**src/rtl/i2cm_pkg.sv**
```systemverilog
// Package for the I2C register-access master.
// Holds the item structs, the phase encoding and the named codes.
// No dependencies.
package i2cm_pkg;

    typedef struct packed {
        logic [1:0] cmd;
        logic [7:0] write_value;
        logic       sda_in;
    } t_in_item;

    typedef struct packed {
        logic       scl;
        logic       sda_out;
        logic       busy_res;
        logic       done_res;
        logic [7:0] read_data;
        logic       ack_error;
    } t_out_item;

    typedef struct packed {
        logic [6:0] device_address;
        logic [7:0] register_address;
    } t_cfg;

    typedef enum logic [14:0] {
        PH_IDLE      = 15'b000000000000001,
        PH_BIT_LOW   = 15'b000000000000010,
        PH_BIT_HIGH  = 15'b000000000000100,
        PH_ACK_LOW   = 15'b000000000001000,
        PH_ACK_HIGH  = 15'b000000000010000,
        PH_RS_LOW    = 15'b000000000100000,
        PH_RS_HIGH   = 15'b000000001000000,
        PH_RS_FALL   = 15'b000000010000000,
        PH_RD_LOW    = 15'b000000100000000,
        PH_RD_HIGH   = 15'b000001000000000,
        PH_NACK_LOW  = 15'b000010000000000,
        PH_NACK_HIGH = 15'b000100000000000,
        PH_STOP_LOW  = 15'b001000000000000,
        PH_STOP_HIGH = 15'b010000000000000,
        PH_STOP_DONE = 15'b100000000000000
    } t_phase;

    localparam logic [1:0] CMD_WRITE = 2'd1;
    localparam logic [1:0] CMD_READ  = 2'd2;

    localparam logic [1:0] BYTE_DEV   = 2'd0;
    localparam logic [1:0] BYTE_REG   = 2'd1;
    localparam logic [1:0] BYTE_DATA  = 2'd2;
    localparam logic [1:0] BYTE_RADDR = 2'd3;

    localparam logic CFG_DEVICE_ADDRESS   = 1'b0;
    localparam logic CFG_REGISTER_ADDRESS = 1'b1;

    localparam logic [6:0] DEV_ADDR_RESET = 7'd62;
    localparam logic [7:0] REG_ADDR_RESET = 8'd0;

    localparam logic [2:0] LAST_BIT = 3'd7;

endpackage

```
**src/rtl/i2c_master_register_access.sv**
```systemverilog
// Top level of the I2C register-access master: one half-bit tick per item.
// Latency: a result is valid in the cycle after its item is accepted.
// Throughput: one item per cycle; the result register stalls input only while it is full
// and the output side is not ready.
// Reset (synchronous, active low) puts the bus idle, empties the result register and loads
// device address 62 and register address 0. Depends on i2cm_pkg and the i2cm_* modules.
module i2c_master_register_access (
    input  logic                i_clk,
    input  logic                i_rst_n,
    input  logic                i_in_valid,
    output logic                o_in_ready,
    input  i2cm_pkg::t_in_item  i_in_item,
    output logic                o_out_valid,
    input  logic                i_out_ready,
    output i2cm_pkg::t_out_item o_out_item,
    input  logic                i_cfg_we,
    input  logic                i_cfg_index,
    input  logic [7:0]          i_cfg_wdata
);
    import i2cm_pkg::*;

    t_cfg      cfg;
    t_out_item result;
    logic      can_load;
    logic      accept;

    assign accept     = i_in_valid && can_load;
    assign o_in_ready = can_load;

    i2cm_cfg_regs u_cfg_regs (
        .i_clk       (i_clk),
        .i_rst_n     (i_rst_n),
        .i_cfg_we    (i_cfg_we),
        .i_cfg_index (i_cfg_index),
        .i_cfg_wdata (i_cfg_wdata),
        .o_cfg       (cfg)
    );

    i2cm_fsm u_fsm (
        .i_clk    (i_clk),
        .i_rst_n  (i_rst_n),
        .i_step   (accept),
        .i_item   (i_in_item),
        .i_cfg    (cfg),
        .o_result (result)
    );

    i2cm_out_stage u_out_stage (
        .i_clk       (i_clk),
        .i_rst_n     (i_rst_n),
        .i_load      (accept),
        .i_result    (result),
        .o_can_load  (can_load),
        .o_out_valid (o_out_valid),
        .i_out_ready (i_out_ready),
        .o_out_item  (o_out_item)
    );

endmodule

```
**src/rtl/i2cm_cfg_regs.sv**
```systemverilog
// Configuration registers of the I2C register-access master.
// Depends on i2cm_pkg for the register indexes and the t_cfg struct.
module i2cm_cfg_regs (
    input  logic          i_clk,
    input  logic          i_rst_n,
    input  logic          i_cfg_we,
    input  logic          i_cfg_index,
    input  logic [7:0]    i_cfg_wdata,
    output i2cm_pkg::t_cfg o_cfg
);
    import i2cm_pkg::*;

    t_cfg r_cfg;

    always_ff @(posedge i_clk) begin
        if (!i_rst_n) begin
            r_cfg.device_address   <= DEV_ADDR_RESET;
            r_cfg.register_address <= REG_ADDR_RESET;
        end else if (i_cfg_we) begin
            if (i_cfg_index == CFG_DEVICE_ADDRESS) begin
                r_cfg.device_address <= i_cfg_wdata[6:0];
            end else begin
                r_cfg.register_address <= i_cfg_wdata;
            end
        end
    end

    assign o_cfg = r_cfg;

endmodule

```
**src/rtl/i2cm_fsm.sv**
```systemverilog
// Bus sequencer of the I2C register-access master: one transition per tick item.
// Depends on i2cm_pkg for the phase encoding, the codes and the item structs.
module i2cm_fsm (
    input  logic               i_clk,
    input  logic               i_rst_n,
    input  logic               i_step,
    input  i2cm_pkg::t_in_item i_item,
    input  i2cm_pkg::t_cfg     i_cfg,
    output i2cm_pkg::t_out_item o_result
);
    import i2cm_pkg::*;

    t_phase     r_phase, n_phase;
    logic [2:0] r_bit_count, n_bit_count;
    logic [1:0] r_byte_index, n_byte_index;
    logic [7:0] r_shift_byte, n_shift_byte;
    logic [7:0] r_received_byte, n_received_byte;
    logic       r_read_mode, n_read_mode;
    logic       r_ack_fault, n_ack_fault;
    logic [7:0] r_data_byte, n_data_byte;

    logic       out_bit;
    logic       scl;
    logic       sda;
    logic       busy;
    logic       done;

    assign out_bit = r_shift_byte[LAST_BIT - r_bit_count];

    always_comb begin
        n_phase         = r_phase;
        n_bit_count     = r_bit_count;
        n_byte_index    = r_byte_index;
        n_shift_byte    = r_shift_byte;
        n_received_byte = r_received_byte;
        n_read_mode     = r_read_mode;
        n_ack_fault     = r_ack_fault;
        n_data_byte     = r_data_byte;
        scl  = 1'b1;
        sda  = 1'b1;
        busy = 1'b1;
        done = 1'b0;
        unique case (r_phase)
            PH_IDLE: begin
                if (i_item.cmd == CMD_WRITE || i_item.cmd == CMD_READ) begin
                    n_read_mode  = (i_item.cmd == CMD_READ);
                    n_data_byte  = i_item.write_value;
                    n_ack_fault  = 1'b0;
                    n_byte_index = BYTE_DEV;
                    n_bit_count  = 3'd0;
                    n_shift_byte = {i_cfg.device_address, 1'b0};
                    sda          = 1'b0;
                    n_phase      = PH_BIT_LOW;
                end else begin
                    busy = 1'b0;
                end
            end
            PH_BIT_LOW: begin
                scl     = 1'b0;
                sda     = out_bit;
                n_phase = PH_BIT_HIGH;
            end
            PH_BIT_HIGH: begin
                sda = out_bit;
                if (r_bit_count == LAST_BIT) begin
                    n_bit_count = 3'd0;
                    n_phase     = PH_ACK_LOW;
                end else begin
                    n_bit_count = r_bit_count + 3'd1;
                    n_phase     = PH_BIT_LOW;
                end
            end
            PH_ACK_LOW: begin
                scl     = 1'b0;
                n_phase = PH_ACK_HIGH;
            end
            PH_ACK_HIGH: begin
                if (i_item.sda_in) begin
                    n_ack_fault = 1'b1;
                end
                n_bit_count = 3'd0;
                unique case (r_byte_index)
                    BYTE_DEV: begin
                        n_byte_index = BYTE_REG;
                        n_shift_byte = i_cfg.register_address;
                        n_phase      = PH_BIT_LOW;
                    end
                    BYTE_REG: begin
                        if (r_read_mode) begin
                            n_phase = PH_RS_LOW;
                        end else begin
                            n_byte_index = BYTE_DATA;
                            n_shift_byte = r_data_byte;
                            n_phase      = PH_BIT_LOW;
                        end
                    end
                    BYTE_RADDR: begin
                        n_shift_byte = 8'd0;
                        n_phase      = PH_RD_LOW;
                    end
                    default: begin
                        n_phase = PH_STOP_LOW;
                    end
                endcase
            end
            PH_RS_LOW: begin
                scl     = 1'b0;
                n_phase = PH_RS_HIGH;
            end
            PH_RS_HIGH: begin
                n_phase = PH_RS_FALL;
            end
            PH_RS_FALL: begin
                sda          = 1'b0;
                n_byte_index = BYTE_RADDR;
                n_bit_count  = 3'd0;
                n_shift_byte = {i_cfg.device_address, 1'b1};
                n_phase      = PH_BIT_LOW;
            end
            PH_RD_LOW: begin
                scl     = 1'b0;
                n_phase = PH_RD_HIGH;
            end
            PH_RD_HIGH: begin
                n_shift_byte = {r_shift_byte[6:0], i_item.sda_in};
                if (r_bit_count == LAST_BIT) begin
                    n_bit_count     = 3'd0;
                    n_received_byte = {r_shift_byte[6:0], i_item.sda_in};
                    n_phase         = PH_NACK_LOW;
                end else begin
                    n_bit_count = r_bit_count + 3'd1;
                    n_phase     = PH_RD_LOW;
                end
            end
            PH_NACK_LOW: begin
                scl     = 1'b0;
                n_phase = PH_NACK_HIGH;
            end
            PH_NACK_HIGH: begin
                n_phase = PH_STOP_LOW;
            end
            PH_STOP_LOW: begin
                scl     = 1'b0;
                sda     = 1'b0;
                n_phase = PH_STOP_HIGH;
            end
            PH_STOP_HIGH: begin
                sda     = 1'b0;
                n_phase = PH_STOP_DONE;
            end
            PH_STOP_DONE: begin
                done    = 1'b1;
                n_phase = PH_IDLE;
            end
            default: begin
                busy    = 1'b0;
                n_phase = PH_IDLE;
            end
        endcase
    end

    always_ff @(posedge i_clk) begin
        if (!i_rst_n) begin
            r_phase         <= PH_IDLE;
            r_bit_count     <= 3'd0;
            r_byte_index    <= BYTE_DEV;
            r_shift_byte    <= 8'd0;
            r_received_byte <= 8'd0;
            r_read_mode     <= 1'b0;
            r_ack_fault     <= 1'b0;
            r_data_byte     <= 8'd0;
        end else if (i_step) begin
            r_phase         <= n_phase;
            r_bit_count     <= n_bit_count;
            r_byte_index    <= n_byte_index;
            r_shift_byte    <= n_shift_byte;
            r_received_byte <= n_received_byte;
            r_read_mode     <= n_read_mode;
            r_ack_fault     <= n_ack_fault;
            r_data_byte     <= n_data_byte;
        end
    end

    always_comb begin
        o_result.scl       = scl;
        o_result.sda_out   = sda;
        o_result.busy_res  = busy;
        o_result.done_res  = done;
        o_result.read_data = n_received_byte;
        o_result.ack_error = n_ack_fault;
    end

endmodule

```
**src/rtl/i2cm_out_stage.sv**
```systemverilog
// Result register of the I2C register-access master with valid/ready output.
// Depends on i2cm_pkg for the t_out_item struct.
module i2cm_out_stage (
    input  logic                i_clk,
    input  logic                i_rst_n,
    input  logic                i_load,
    input  i2cm_pkg::t_out_item i_result,
    output logic                o_can_load,
    output logic                o_out_valid,
    input  logic                i_out_ready,
    output i2cm_pkg::t_out_item o_out_item
);
    import i2cm_pkg::*;

    logic      r_valid;
    t_out_item r_item;

    assign o_can_load = !r_valid || i_out_ready;

    always_ff @(posedge i_clk) begin
        if (!i_rst_n) begin
            r_valid <= 1'b0;
        end else if (i_load) begin
            r_valid <= 1'b1;
        end else if (i_out_ready) begin
            r_valid <= 1'b0;
        end
    end

    always_ff @(posedge i_clk) begin
        if (i_load) begin
            r_item <= i_result;
        end
    end

    assign o_out_valid = r_valid;
    assign o_out_item  = r_item;

endmodule

```
**config.mk**
```make
export PLATFORM = sky130hd
export DESIGN_NAME = i2c_master_register_access
export DESIGN_NICKNAME = d
export VERILOG_FILES = /design/src/rtl/i2cm_pkg.sv /design/src/rtl/i2c_master_register_access.sv /design/src/rtl/i2cm_cfg_regs.sv /design/src/rtl/i2cm_fsm.sv /design/src/rtl/i2cm_out_stage.sv
export SDC_FILE = /design/constraint.sdc
export NUM_CORES = 1
export LEC_CHECK = 0
export CAP_MARGIN = 0
export CORE_MARGIN = 5
export CORE_UTILIZATION = 49
export CTS_CLUSTER_SIZE = 28
export DETAILED_ROUTE_END_ITERATION = 10
export DONT_BUFFER_PORTS = 1
export PLACE_DENSITY_LB_ADDON = 0.3
export SLEW_MARGIN = 20
export SYNTH_ARGS = -nofsm -noshare
export SYNTH_HDL_FRONTEND = slang
export SYNTH_SLANG_ARGS = --single-unit
```
**constraint.sdc**
```tcl
create_clock -name i_clk -period 2.4 [get_ports i_clk]
set_input_delay 0.12 -clock i_clk [delete_from_list [all_inputs] [get_ports i_clk]]
set_output_delay 0.12 -clock i_clk [all_outputs]
set_load 0.005 [all_outputs]
```
Yosys cells after proc, flatten, opt, wreduce, memory -nomap -nowiden

Index checks and enable logic that the tools add are counted.

Reductions and logical operators: 22
Eq/ne operators: 24
Mux-type cells: 32
Add/sub/neg operators: 2
Bitwise operators: 1
$lt $le $gt $ge: 1

Operators with widths:

| cell                 | count |
|---|---|
| $pmux 15 s14         | 1 |
| $pmux 15 s3          | 1 |
| $mux 8               | 4 |
| $pmux 8 s4           | 1 |
| $pmux 8 s3           | 1 |
| $eq 15x1->1 const B  | 1 |
| $eq 15x10->1 const B | 1 |
| $eq 15x11->1 const B | 1 |
| $eq 15x12->1 const B | 1 |
| $eq 15x13->1 const B | 1 |
| $eq 15x14->1 const B | 1 |
| $eq 15x15->1 const B | 1 |
| $eq 15x2->1 const B  | 1 |
| $eq 15x3->1 const B  | 1 |
| $eq 15x4->1 const B  | 1 |
| $eq 15x5->1 const B  | 1 |
| $eq 15x6->1 const B  | 1 |
| $eq 15x7->1 const B  | 1 |
| $eq 15x8->1 const B  | 1 |
| $eq 15x9->1 const B  | 1 |
| $mux 15              | 1 |
| $reduce_or 14->1     | 1 |
| $mux 11              | 1 |
| $reduce_and 5->1     | 2 |
| 34 further kinds     | 54 |

Word-level logic and storage cells: 99
Output and inout port bits: 15
Bits in registers: 75
Input bits: 25

Logic depth before layout (Yosys ltp)

Gate-level depths: netlist (run 1).

Depth in word-level cells: 4
Depth in mapped cells: 10
Depth with buffers taken out: 8

Modules after synthesis

Synthesis (run 1) repeated with hierarchy kept, for this count alone.

Cells, all modules: 430
Area, all modules: 3,970.1 sq um

Modules (own cells, without submodules):

| module                     | area an instance (sq um) | cells each | seq. area each (sq um) | times used |
|---|---|---|---|---|
| i2cm_fsm                   | 2,924.1                  | 346        | 920.9                  | 1 |
| i2cm_cfg_regs              | 600.6                    | 66         | 300.3                  | 1 |
| i2cm_out_stage             | 439.2                    | 17         | 410.4                  | 1 |
| i2c_master_register_access | 6.3                      | 1          | 0.0                    | 1 |

Least setup slack after synthesis (run 1)

Ideal clock, no wire load.

Kind: flip-flop to flip-flop
From: register u_fsm.r_phase[1]
To: register u_out_stage.r_item, in the netlist u_out_stage.o_out_item[1] (data pin)
Clock period less this slack: 2.542 ns
Cell stages (with the launch flop): 8
Data arrival time: 2.282 ns
Setup slack: -0.142 ns
Library setup time: 0.260 ns
Data required time: 2.140 ns
Buffers on the path: 3
Path through: dfxtp_1 clkbuf_1 or4_1 clkbuf_1 nor4_1 buf_2 nand2_1 mux2_2

RTL lines:

| what                     | line                 | text |
|---|---|---|
| start: declaration       | i2cm_fsm.sv:13       | `t_phase r_phase, n_phase;` |
| start signal: assignment | i2cm_fsm.sv:173      | `r_phase <= n_phase;` |
| end signal: assignment   | i2cm_out_stage.sv:32 | `r_item <= i_result;` |
| end: declaration         | i2cm_out_stage.sv:16 | `t_out_item r_item;` |

Worst setup path after layout (run 1)

From: register u_fsm.r_phase[9]
To: register u_fsm.r_data_byte[2]

Cells in the longest elaborated chain, start to end: 2

Ends and longest elaborated chain:

| what                              | line            | text |
|---|---|---|
| $eq 15x1->1                       | i2cm_fsm.sv:43  | `unique case (r_phase)` |
| $reduce_and 3->1 (no source line) | -               |  |
| end signal: assignment            | i2cm_fsm.sv:180 | `r_data_byte <= n_data_byte;` |
| end: declaration                  | i2cm_fsm.sv:20  | `logic [7:0] r_data_byte, n_data_byte;` |

No other way between the ends.
A chain may end at the register's enable or synchronous reset.

==> key figures, run 1 <==
Outcome
  • Status: complete, no violations

Cells and area
  • Fill cells: 589
  • Antenna Cells: 0
  • Multi-input gate area: 2060 um^2
  • Fin area: 4680 um^2
  • Register area: 1640 um^2
  • Layout cells sized above 1: 21.9%
  • Area growth from synthesis to layout: 24.9%
  • Post-layout net count: 485

Drt
  • TritonRoute pass-1 iters: 4
  • DRT Wirelength: 9.37 mm
  • Vias: 3,219
  • DRT iter0 DRCs: 230
  • Via-to-Cell Ratio: 5.79
  • Antenna Nets Post-Route: 0
  • Routed len/inst: 16.8 um
  • DR DRC count: 0

Global route
  • Initial antenna violation count: 0
  • Largest net degree at the start of global routing: 63
  • Remaining global-route overflow: 0
  • Total GRT Usage: 19.3%
  • Vias in the first global route: 3,014
  • First-pass GRT wire length: 15.0 mm

Placed design
  • Hpwl dp: 6.09 mm
  • IO Port Bufs: 0
  • Routability-driven placement congestion ratio: 0.862
  • Dpl cell area: 4110 um^2

STA
  • Slew Viols, Final: 0
  • Worst slew pin tran: 512 ps
  • Skew final: 11.0 ps
  • Fmax: 426 MHz
  • Final min period: 2350 ps
  • Setup-failing EPs final: 0
  • Fin. Hold Viols: 0
  • Crit share post-route: 97.9%
  • Relative slew slack: 65.7%

Floorplan
  • Die height: 97.4 um
  • Die span in x: 97.4 um
  • Num ports: 40
  • Initial core utilization: 51.1%
  • FP Rows: 31
  • Die footprint: 9490 um^2
  • Placeable core area: 7330 um^2

Logic synthesis
  • Post-synth top area cell: dfxtp_1
  • Net Count, Synth: 433
  • Post-synthesis cell type count: 51
  • Synth Flop Type: dfxtp_1
  • Seq/Total Area, Yosys: 43.6%
  • Syn Inst Count: 400
  • Syn avg cell area: 9.37 um^2
  • FF+latch count, synth: 75
  • Dominant cells by area after synthesis: dfxtp_1, edfxtp_1, nand2_1, mux2i_1, nor2b_1
  • Number of enable flip-flop cells after synthesis: 13
  • Count leader, synth: dfxtp_1
  • Post-synth ARST share: 0%
  • Ys Warns: 0
  • Synth top area share: 33.1%
  • Most common library cells after synthesis: dfxtp_1, nand2_1, nor2b_1, clkbuf_1, nand3_1
  • Post-synthesis instance area: 3750 um^2

Power
  • Part of the power in registers: 48.7%
  • Sw Pwr: 882 uW
  • PwrDens: 625 nW/um^2
  • Total chip power: 2.93 mW
  • Max VDD drop: 354 uV
  • Combinational power share: 19.7%
  • Pint: 2.04 mW
  • Clock Power Share: 31.6%
  • LEAKAGE: 1.97 nW
  • Sw Ratio: 30.2%

Clocking
  • Clk buf depth: 2
  • Clock Latency Late Sink: 360 ps
  • Num CTS Buffers: 9
  • H-tree depth: 3
  • TritonCTS Sinks: 75
  • Worst-path clk slew: 90 ps
  • CTS tree: built
  • Root Buffer: clkbuf_8

Worst setup path
  • Crit end category: flip-flop
  • Reg2Reg Setup Slack: 50 ps
  • Critical Path RT: 2660 ps
  • Worst R2R Start: u_fsm.r_phase[9]
  • Worst-path maximum fanout: 10
  • Worst-case reg-to-reg path depth: 7
  • Crit Path Class: reg -> reg
  • R2r endpoint: u_fsm.r_data_byte[2]
  • CP Data Arrival Time: 2610 ps
  • Crit path launch type: flip-flop

Hold path
  • Min-delay src: i_out_ready
  • Cells on Worst Hold Path: 2
  • Hold Path Class: in -> reg
  • WHS Endpoint: u_out_stage.o_out_valid

Flow run
  • # Max-Cap Violations: 0
[metal layers]
metal / vias up / part of all wire [%] / track usage (%)
met3: 15 / 5.1 / 5.10
li1: 1569 / - / -
met2: 105 / 46 / 30.0
met4: 0 / 1.5 / 6.07
met5: - / 0 / 0
met1: 1530 / 47 / 26.2
[cell usage in the layout, fill, tap and decap left out, drive strengths merged, types with 2 or more instances in the layout]
| master | count |
|---|---|
| dfxtp | 62 |
| nand2 | 50 |
| buf | 45 |
| nor2b | 26 |
| dlygate4sd3 | 23 |
| nand3 | 20 |
| nor2 | 19 |
| a21boi | 17 |
| mux2i | 17 |
| a21oi | 16 |
| edfxtp | 13 |
| inv | 13 |
| o211a | 12 |
| mux2 | 10 |
| nor3 | 10 |
| nor3b | 10 |
| clkbuf | 10 |
| nor4 | 10 |
| ha | 8 |
| a221oi | 8 |
| or4 | 6 |
| nand2b | 4 |
| nor4b | 4 |
| a31oi | 4 |
| or4b | 4 |
| a32o | 3 |
| or3 | 3 |
| o21ai | 3 |
| a22o | 2 |
| xnor2 | 2 |
| nand4 | 2 |
| mux4 | 2 |
| a211oi | 2 |
| a32oi | 2 |
| clkinvlp | 2 |
| and2 | 2 |
[critical path: stages (launching register included)]
cell,delay [ps]
dfxtp_2,330
or4_4,550
or3_4,390
or3_4,370
or2_4,250
buf_12,150
mux2i_1,150
nor2b_1,60
[power by group through the flow]
stage / logic, mW / clock network [mW] / registers (mW)
global route: 0.627 / 1.01 / 1.43
detailed placement: 0.473 / 0 / 1.45
floorplan: 0.339 / 0 / 1.42
finish: 0.578 / 0.924 / 1.42
global placement: 0.465 / 0 / 1.45
CTS: 0.526 / 0.957 / 1.42
[registers in the layout, indices dropped and copies added (netlist names)]
signal	cells
u_cfg_regs.o_cfg	15
u_fsm.r_phase	15
u_out_stage.o_out_item	13
u_fsm.r_data_byte	8
u_fsm.r_received_byte	8
u_fsm.r_shift_byte	8
u_fsm.r_bit_count	3
u_fsm.r_byte_index	2
u_fsm.r_ack_fault	1
u_fsm.r_read_mode	1
u_out_stage.o_out_valid	1
[kinds of logic after synthesis]
group                      synth area share (%)
buffers and inverters                      4.14
muxes                                      8.75
and+or+nand+nor                            24.6
AOI/OAI and AO/OA                          15.6
DFF                                        43.6
adders and majority gates                  2.67
xor gates and xnor gates                  0.702
[per-stage QoR]
step / setup TNS (ps) / utilization [%] / instances / hold slack, ps / setup slack (ps)
after floorplan: -1100 / - / 400 / 244 / -111
after global placement: 0 / 56.0 / 510 / 200 / 20.3
after detailed placement: 0 / 56.0 / 510 / 206 / 23.0
after CTS: 0 / 62.0 / 550 / 10.5 / 7.83
after global routing: -50.4 / 63.9 / 556 / 56.0 / -13.6
final: 0 / 63.9 / 556 / 35.3 / 50.5
[how the worst max path moves through the flow]
stage                      from                        end  slack (ps)
6_report       u_fsm.r_phase[9]       u_fsm.r_data_byte[2]          50
5_1_grt        u_fsm.r_phase[9]       u_fsm.r_data_byte[1]         -10
4_1_cts        u_fsm.r_phase[4]       u_fsm.r_data_byte[1]           8
3_5_place_dp   u_fsm.r_phase[0]       u_fsm.r_bit_count[2]          20
3_3_place_gp   u_fsm.r_phase[8]  u_out_stage.o_out_item[7]          20
2_1_floorplan  u_fsm.r_phase[4]          u_fsm.r_ack_fault        -110
[final cells by class]
| cell class | instances | area share (%) |
|---|---|---|
| Multi-Input combinational cell | 288 | 43.9 |
| Sequential cell | 75 | 35.0 |
| Timing Repair Buffer | 69 | 13.8 |
| Clock buffer | 9 | 2.65 |
| Tap cell | 99 | 2.65 |
| Clock inverter | 7 | 1.28 |
| Inverter | 9 | 0.722 |
[timing repair]
item,4_1_cts,5_1_grt
gates resized for setup,1,20
pin swaps,0,6
hold endpoints to repair,64,0
hold buffers,24,0
endpoints found under the setup margin,1,25
buffers inserted,0,6
cloned,0,1
No activity file was read; power rests on OpenSTA's default activity.
==> run 2, diff against run 1 <==
--- a/config.mk
+++ b/config.mk
@@ -6,6 +6,7 @@
 export NUM_CORES = 1
 export LEC_CHECK = 0
 export CAP_MARGIN = 0
+export CORE_ASPECT_RATIO = 1.1
 export CORE_MARGIN = 5
 export CORE_UTILIZATION = 49
 export CTS_CLUSTER_SIZE = 28
==> key figures, run 2 (synthesized netlist as in run 1, its figures left out) <==
Floorplan
  • FP Rows: 33 (was 31)
  • Die footprint: 9500 um^2 (was 9490 um^2)
  • Num ports: 40 (unchanged)
  • Placeable core area: 7470 um^2 (was 7330 um^2)
  • Die height: 102 um (was 97.4 um)
  • Initial core utilization: 50.1% (was 51.1%)
  • Die span in x: 93.4 um (was 97.4 um)

Global route
  • Vias in the first global route: 3,098 (was 3,014)
  • First-pass GRT wire length: 15.2 mm (was 15.0 mm)
  • Initial antenna violation count: 0 (unchanged)
  • Largest net degree at the start of global routing: 63 (unchanged)
  • Remaining global-route overflow: 0 (unchanged)
  • Total GRT Usage: 20.2% (was 19.3%)

Worst setup path
  • Critical Path RT: 2650 ps (was 2660 ps)
  • Crit end category: flip-flop (unchanged)
  • CP Data Arrival Time: 2580 ps (was 2610 ps)
  • Worst-path maximum fanout: 10 (unchanged)
  • Crit path launch type: flip-flop (unchanged)
  • Crit Path Class: reg -> reg (unchanged)

Flow run
  • # Max-Cap Violations: 0 (unchanged)

Placed design
  • Routability-driven placement congestion ratio: 0.937 (was 0.862)
  • Dpl cell area: 4130 um^2 (was 4110 um^2)
  • IO Port Bufs: 0 (unchanged)
  • Placed cells: 520 (was 510)
  • Post-Place Setup Slack: -8.30 ps (was 23.0 ps)
  • Hpwl dp: 6.02 mm (was 6.09 mm)

Cells and area
  • Antenna Cells: 0 (unchanged)
  • Area growth from synthesis to layout: 24.6% (was 24.9%)
  • Post-layout net count: 483 (was 485)
  • Most common cell after layout, fill and taps aside: dfxtp_1 (unchanged)
  • Fin cells: 560 (was 556)
  • Layout cells sized above 1: 22.0% (was 21.9%)
  • Fin area: 4670 um^2 (was 4680 um^2)
  • Commonest non-fill, non-tap cells in the layout: dfxtp_1, nand2_1, buf_4, nor2b_1, dlygate4sd3_1 (unchanged)

Drt
  • DRT Wirelength: 8.78 mm (was 9.37 mm)
  • Antenna Nets Post-Route: 0 (unchanged)
  • DRT iter0 DRCs: 187 (was 230)
  • Via-to-Cell Ratio: 5.56 (was 5.79)
  • DR DRC count: 0 (unchanged)
  • Routed len/inst: 15.7 um (was 16.8 um)
  • TritonRoute pass-1 iters: 4 (unchanged)
  • Vias: 3,111 (was 3,219)

STA
  • Worst slew pin tran: 924 ps (was 512 ps)
  • Setup-failing EPs final: 0 (unchanged)
  • Slew Viols, Final: 0 (unchanged)
  • Fmax: 429 MHz (was 426 MHz)
  • RSZ-0062 raised after global routing: true
  • Crit share post-route: 97.1% (was 97.9%)
  • Skew final: 11.1 ps (was 11.0 ps)
  • Relative slew slack: 38.1% (was 65.7%)
  • Final min period: 2330 ps (was 2350 ps)
  • Setup slack after layout: 69.4 ps (was 50.5 ps)
  • Fin. Hold Viols: 0 (unchanged)

Hold path
  • Hold Path Class: in -> reg (unchanged)

Clocking
  • Worst-path clk slew: 80 ps (was 90 ps)
  • H-tree depth: 3 (unchanged)
  • Clk buf depth: 2 (unchanged)
  • CTS tree: built (unchanged)
  • Num CTS Buffers: 9 (unchanged)
  • Clock Latency Late Sink: 360 ps (about the same)
  • Root Buffer: clkbuf_8 (unchanged)
  • TritonCTS Sinks: 75 (unchanged)

Power
  • Max VDD drop: 363 uV (was 354 uV)
  • PwrDens: 661 nW/um^2 (was 625 nW/um^2)
  • Total chip power: 3.08 mW (was 2.93 mW)
  • LEAKAGE: 1.97 nW (about the same)

Outcome
  • Status: complete, no violations (unchanged)
-- run 2: final timing paths --
check	startpoint	endpoint	slack (ps)	depth (start not counted)
setup / recovery	u_fsm.r_phase[9]	u_fsm.r_data_byte[5]	70	6
hold / removal	i_cfg_index	u_cfg_regs.o_cfg[14]	30	3
setup reg to reg	u_fsm.r_phase[9]	u_fsm.r_data_byte[5]	70	6
hold reg to reg	u_cfg_regs.o_cfg[1]	u_cfg_regs.o_cfg[1]	470	2
-- run 2: timing repair --
item                       CTS  global route
cloned                       0             0
hold buffers                23             0
gates resized for setup      1            18
buffers inserted             0             2
setup endpoints to repair    4            42
pin swaps                    0             3
hold endpoints to repair    64             0
-- run 2: metrics by stage --
stage / TNS [ps] / utilization (%) / hold WS [ps]
CTS: 0 / 61.6 / 18.2
detailed placement: -12.5 / 55.3 / 203
finish: 0 / 62.5 / 33.5
global placement: 0 / 55.3 / 204
global route: -12.3 / 62.5 / 41.3
floorplan: -1100 / - / 244
-- run 2: power by group --
part | internal (mW) | switching [mW] | total, mW
combinational | 0.270 | 0.272 | 0.542
clock | 0.603 | 0.517 | 1.12
sequential | 1.35 | 0.0683 | 1.42
total | 2.23 | 0.858 | 3.08
-- run 2: worst max-delay path: stages, from the launching register on --
cell and delay, ps:
dfxtp_2 340, or4_4 550, or3_4 390, or3_4 370
or2_4 330, mux2i_1 180, nor2b_1 60
-- run 2: layer usage --
layer  routed length (um)  GRT usage, %  part of all wire (%)  vias to the layer above
met3                  430          5.72                   4.9                       19
met1                 4100          26.7                    47                     1451
li1                     -             -                     -                     1562
met4                  188          6.65                   2.1                        0
met2                 4060          32.1                    46                       79
met5                    0             0                     0                        -
-- run 2: area by class of cell --
type | count | area, um^2
clock inverters | 7 | 105
well taps | 105 | 131
flip-flops and latches | 75 | 1640
repair buffers | 67 | 583
inverters | 9 | 33.8
multi-input cells | 288 | 2060
fillers | 607 | 2800
clock buffers | 9 | 124
==> run 3, diff against run 2 <==
--- a/config.mk
+++ b/config.mk
@@ -8,7 +8,8 @@
 export CAP_MARGIN = 0
 export CORE_ASPECT_RATIO = 1.1
 export CORE_MARGIN = 5
-export CORE_UTILIZATION = 49
+export CORE_UTILIZATION = 57
+export CTS_BUF_LIST = sky130_fd_sc_hd__clkbuf_16
 export CTS_CLUSTER_SIZE = 28
 export DETAILED_ROUTE_END_ITERATION = 10
 export DONT_BUFFER_PORTS = 1
==> key figures, run 3 (synthesized netlist as in run 1, its figures left out) <==
Outcome
  • Failing checks: setup timing
  • Status: finished with violations (was complete, no violations)

Worst setup path
  • Crit end category: flip-flop (unchanged)
  • Critical Path RT: 2620 ps (was 2650 ps)
  • Worst-path maximum fanout: 6 (was 10)
  • Crit path launch type: flip-flop (unchanged)
  • CP Data Arrival Time: 2630 ps (was 2580 ps)
  • Crit Path Class: reg -> reg (unchanged)

STA
  • Setup slack after layout: -5.66 ps (was 69.4 ps)
  • Sum Neg Setup Slack: -11.3 ps (was 0 ps)
  • Skew final: 7.34 ps (was 11.1 ps)
  • Relative slew slack: 61.5% (was 38.1%)
  • Final min period: 2410 ps (was 2330 ps)
  • Setup-failing EPs final: 2 (was 0)
  • Slew Viols, Final: 0 (unchanged)
  • Worst slew pin tran: 569 ps (was 924 ps)
  • RSZ-0062 raised after global routing: true (unchanged)
  • Crit share post-route: 100% (was 97.1%)
  • Fin. Hold Viols: 0 (unchanged)
  • Fmax: 416 MHz (was 429 MHz)

Drt
  • DRT iter0 DRCs: 253 (was 187)
  • Routed len/inst: 18.5 um (was 15.7 um)
  • Antenna Nets Post-Route: 0 (unchanged)
  • Vias: 3,316 (was 3,111)
  • DRT Wirelength: 10.2 mm (was 8.78 mm)
  • Via-to-Cell Ratio: 6.05 (was 5.56)
  • DR DRC count: 0 (unchanged)
  • TritonRoute pass-1 iters: 5 (was 4)

Global route
  • Total GRT Usage: 25.0% (was 20.2%)
  • First-pass GRT wire length: 16.2 mm (was 15.2 mm)
  • Largest net degree at the start of global routing: 63 (unchanged)
  • Remaining global-route overflow: 0 (unchanged)
  • Initial antenna violation count: 0 (unchanged)
  • Vias in the first global route: 3,293 (was 3,098)

Floorplan
  • FP Rows: 31 (was 33)
  • Die footprint: 8300 um^2 (was 9500 um^2)
  • Initial core utilization: 57.8% (was 50.1%)
  • Num ports: 40 (unchanged)
  • Die height: 95.0 um (was 102 um)
  • Die span in x: 87.3 um (was 93.4 um)
  • Placeable core area: 6480 um^2 (was 7470 um^2)

Hold path
  • Hold Path Class: in -> reg (unchanged)

Cells and area
  • Commonest non-fill, non-tap cells in the layout: dfxtp_1, nand2_1, buf_4, nor2b_1, dlygate4sd3_1 (unchanged)
  • Fin util: 74.9% (was 62.5%)
  • Post-layout net count: 494 (was 483)
  • Antenna Cells: 0 (unchanged)
  • Area growth from synthesis to layout: 29.5% (was 24.6%)
  • Fin cells: 548 (was 560)
  • Layout cells sized above 1: 24.2% (was 22.0%)
  • Most common cell after layout, fill and taps aside: dfxtp_1 (unchanged)

Clocking
  • Clk buf depth: 2 (unchanged)
  • Num CTS Buffers: 9 (unchanged)
  • Worst-path clk slew: 60 ps (was 80 ps)
  • Root Buffer: clkbuf_16 (was clkbuf_8)
  • H-tree depth: 3 (unchanged)
  • CTS tree: built (unchanged)
  • TritonCTS Sinks: 75 (unchanged)
  • Clock Latency Late Sink: 340 ps (was 360 ps)

Placed design
  • Routability-driven placement congestion ratio: 0.915 (was 0.937)
  • Placed cells: 505 (was 520)
  • Post-Place Setup Slack: -70.5 ps (was -8.30 ps)
  • IO Port Bufs: 0 (unchanged)
  • Hpwl dp: 6.44 mm (was 6.02 mm)

Power
  • Max VDD drop: 473 uV (was 363 uV)
  • LEAKAGE: 2.07 nW (was 1.97 nW)
  • PwrDens: 698 nW/um^2 (was 661 nW/um^2)

Flow run
  • # Max-Cap Violations: 0 (unchanged)
-- run 3: cell count changes in the layout (fill, tap and decap cells not counted), sizes merged --
cell / before / now
inv: 13 / 10
buf: 45 / 54
bufinv: 2 / 1
clkinv: 0 / 4
dlygate4sd3: 22 / 23
clkbuf: 9 / 10
-- run 3: critical path, cell delays in order (launching register included) --
cell and delay [ps]:
dfxtp_1 320, or4_4 570, buf_4 180, or4_4 530, and2_1 200, a32o_2 290, a32o_1 210
-- run 3: final timing paths --
path / slack (ps) / end / cells past startpoint / start
worst min register to register: 460 / u_cfg_regs.o_cfg[6] / 2 / u_cfg_regs.o_cfg[6]
worst max register to register: -6 / u_fsm.r_bit_count[2] / 6 / u_fsm.r_phase[8]
worst min-delay path: 20 / u_out_stage.o_out_item[1] / 1 / i_in_item[0]
worst max-delay path: -6 / u_fsm.r_bit_count[2] / 6 / u_fsm.r_phase[8]
-- run 3: area by class of cell --
type	instances	area (um^2)
Timing Repair Buffer	78	691
Inverter	9	33.8
Clock buffer	9	225
Multi-Input combinational cell	288	2090
Fill cell	416	1630
Clock inverter	7	76.3
Tap cell	82	103
Sequential cell	75	1640
-- run 3: metal layers --
layer	vias up	part of all wire, %	global-route usage, %
met5	-	0	0
met4	0	2.1	11.6
met3	27	4.6	5.10
met2	111	51	41.5
met1	1591	43	31.1
li1	1587	-	-
-- run 3: timing repair --
| action | in CTS | in global routing |
|---|---|---|
| buffers inserted | 0 | 1 |
| cloned | 0 | 2 |
| pin swaps | 0 | 5 |
| resized for setup | 4 | 24 |
| setup endpoints to repair | 15 | 31 |
| endpoints found under the hold margin | 63 | 0 |
| hold buffers | 24 | 0 |
-- run 3: through the flow --
step / power, mW / area [um^2] / hold slack [ps]
4_1_cts: 3.33 / 4720 / 11.1
3_3_place_gp: 1.93 / 4150 / 202
6_report: 3.39 / 4850 / 16.5
3_5_place_dp: 1.94 / 4150 / 205
2_1_floorplan: 1.76 / 3770 / 244
5_1_grt: 3.52 / 4850 / 16.7
-- run 3: power by group --
| group | internal (mW) | total, mW | switching [mW] | leakage [nW] |
|---|---|---|---|---|
| Clock | 0.810 | 1.35 | 0.541 | 0.144 |
| Combinational | 0.305 | 0.607 | 0.302 | 1.29 |
| Sequential | 1.36 | 1.43 | 0.0714 | 0.633 |
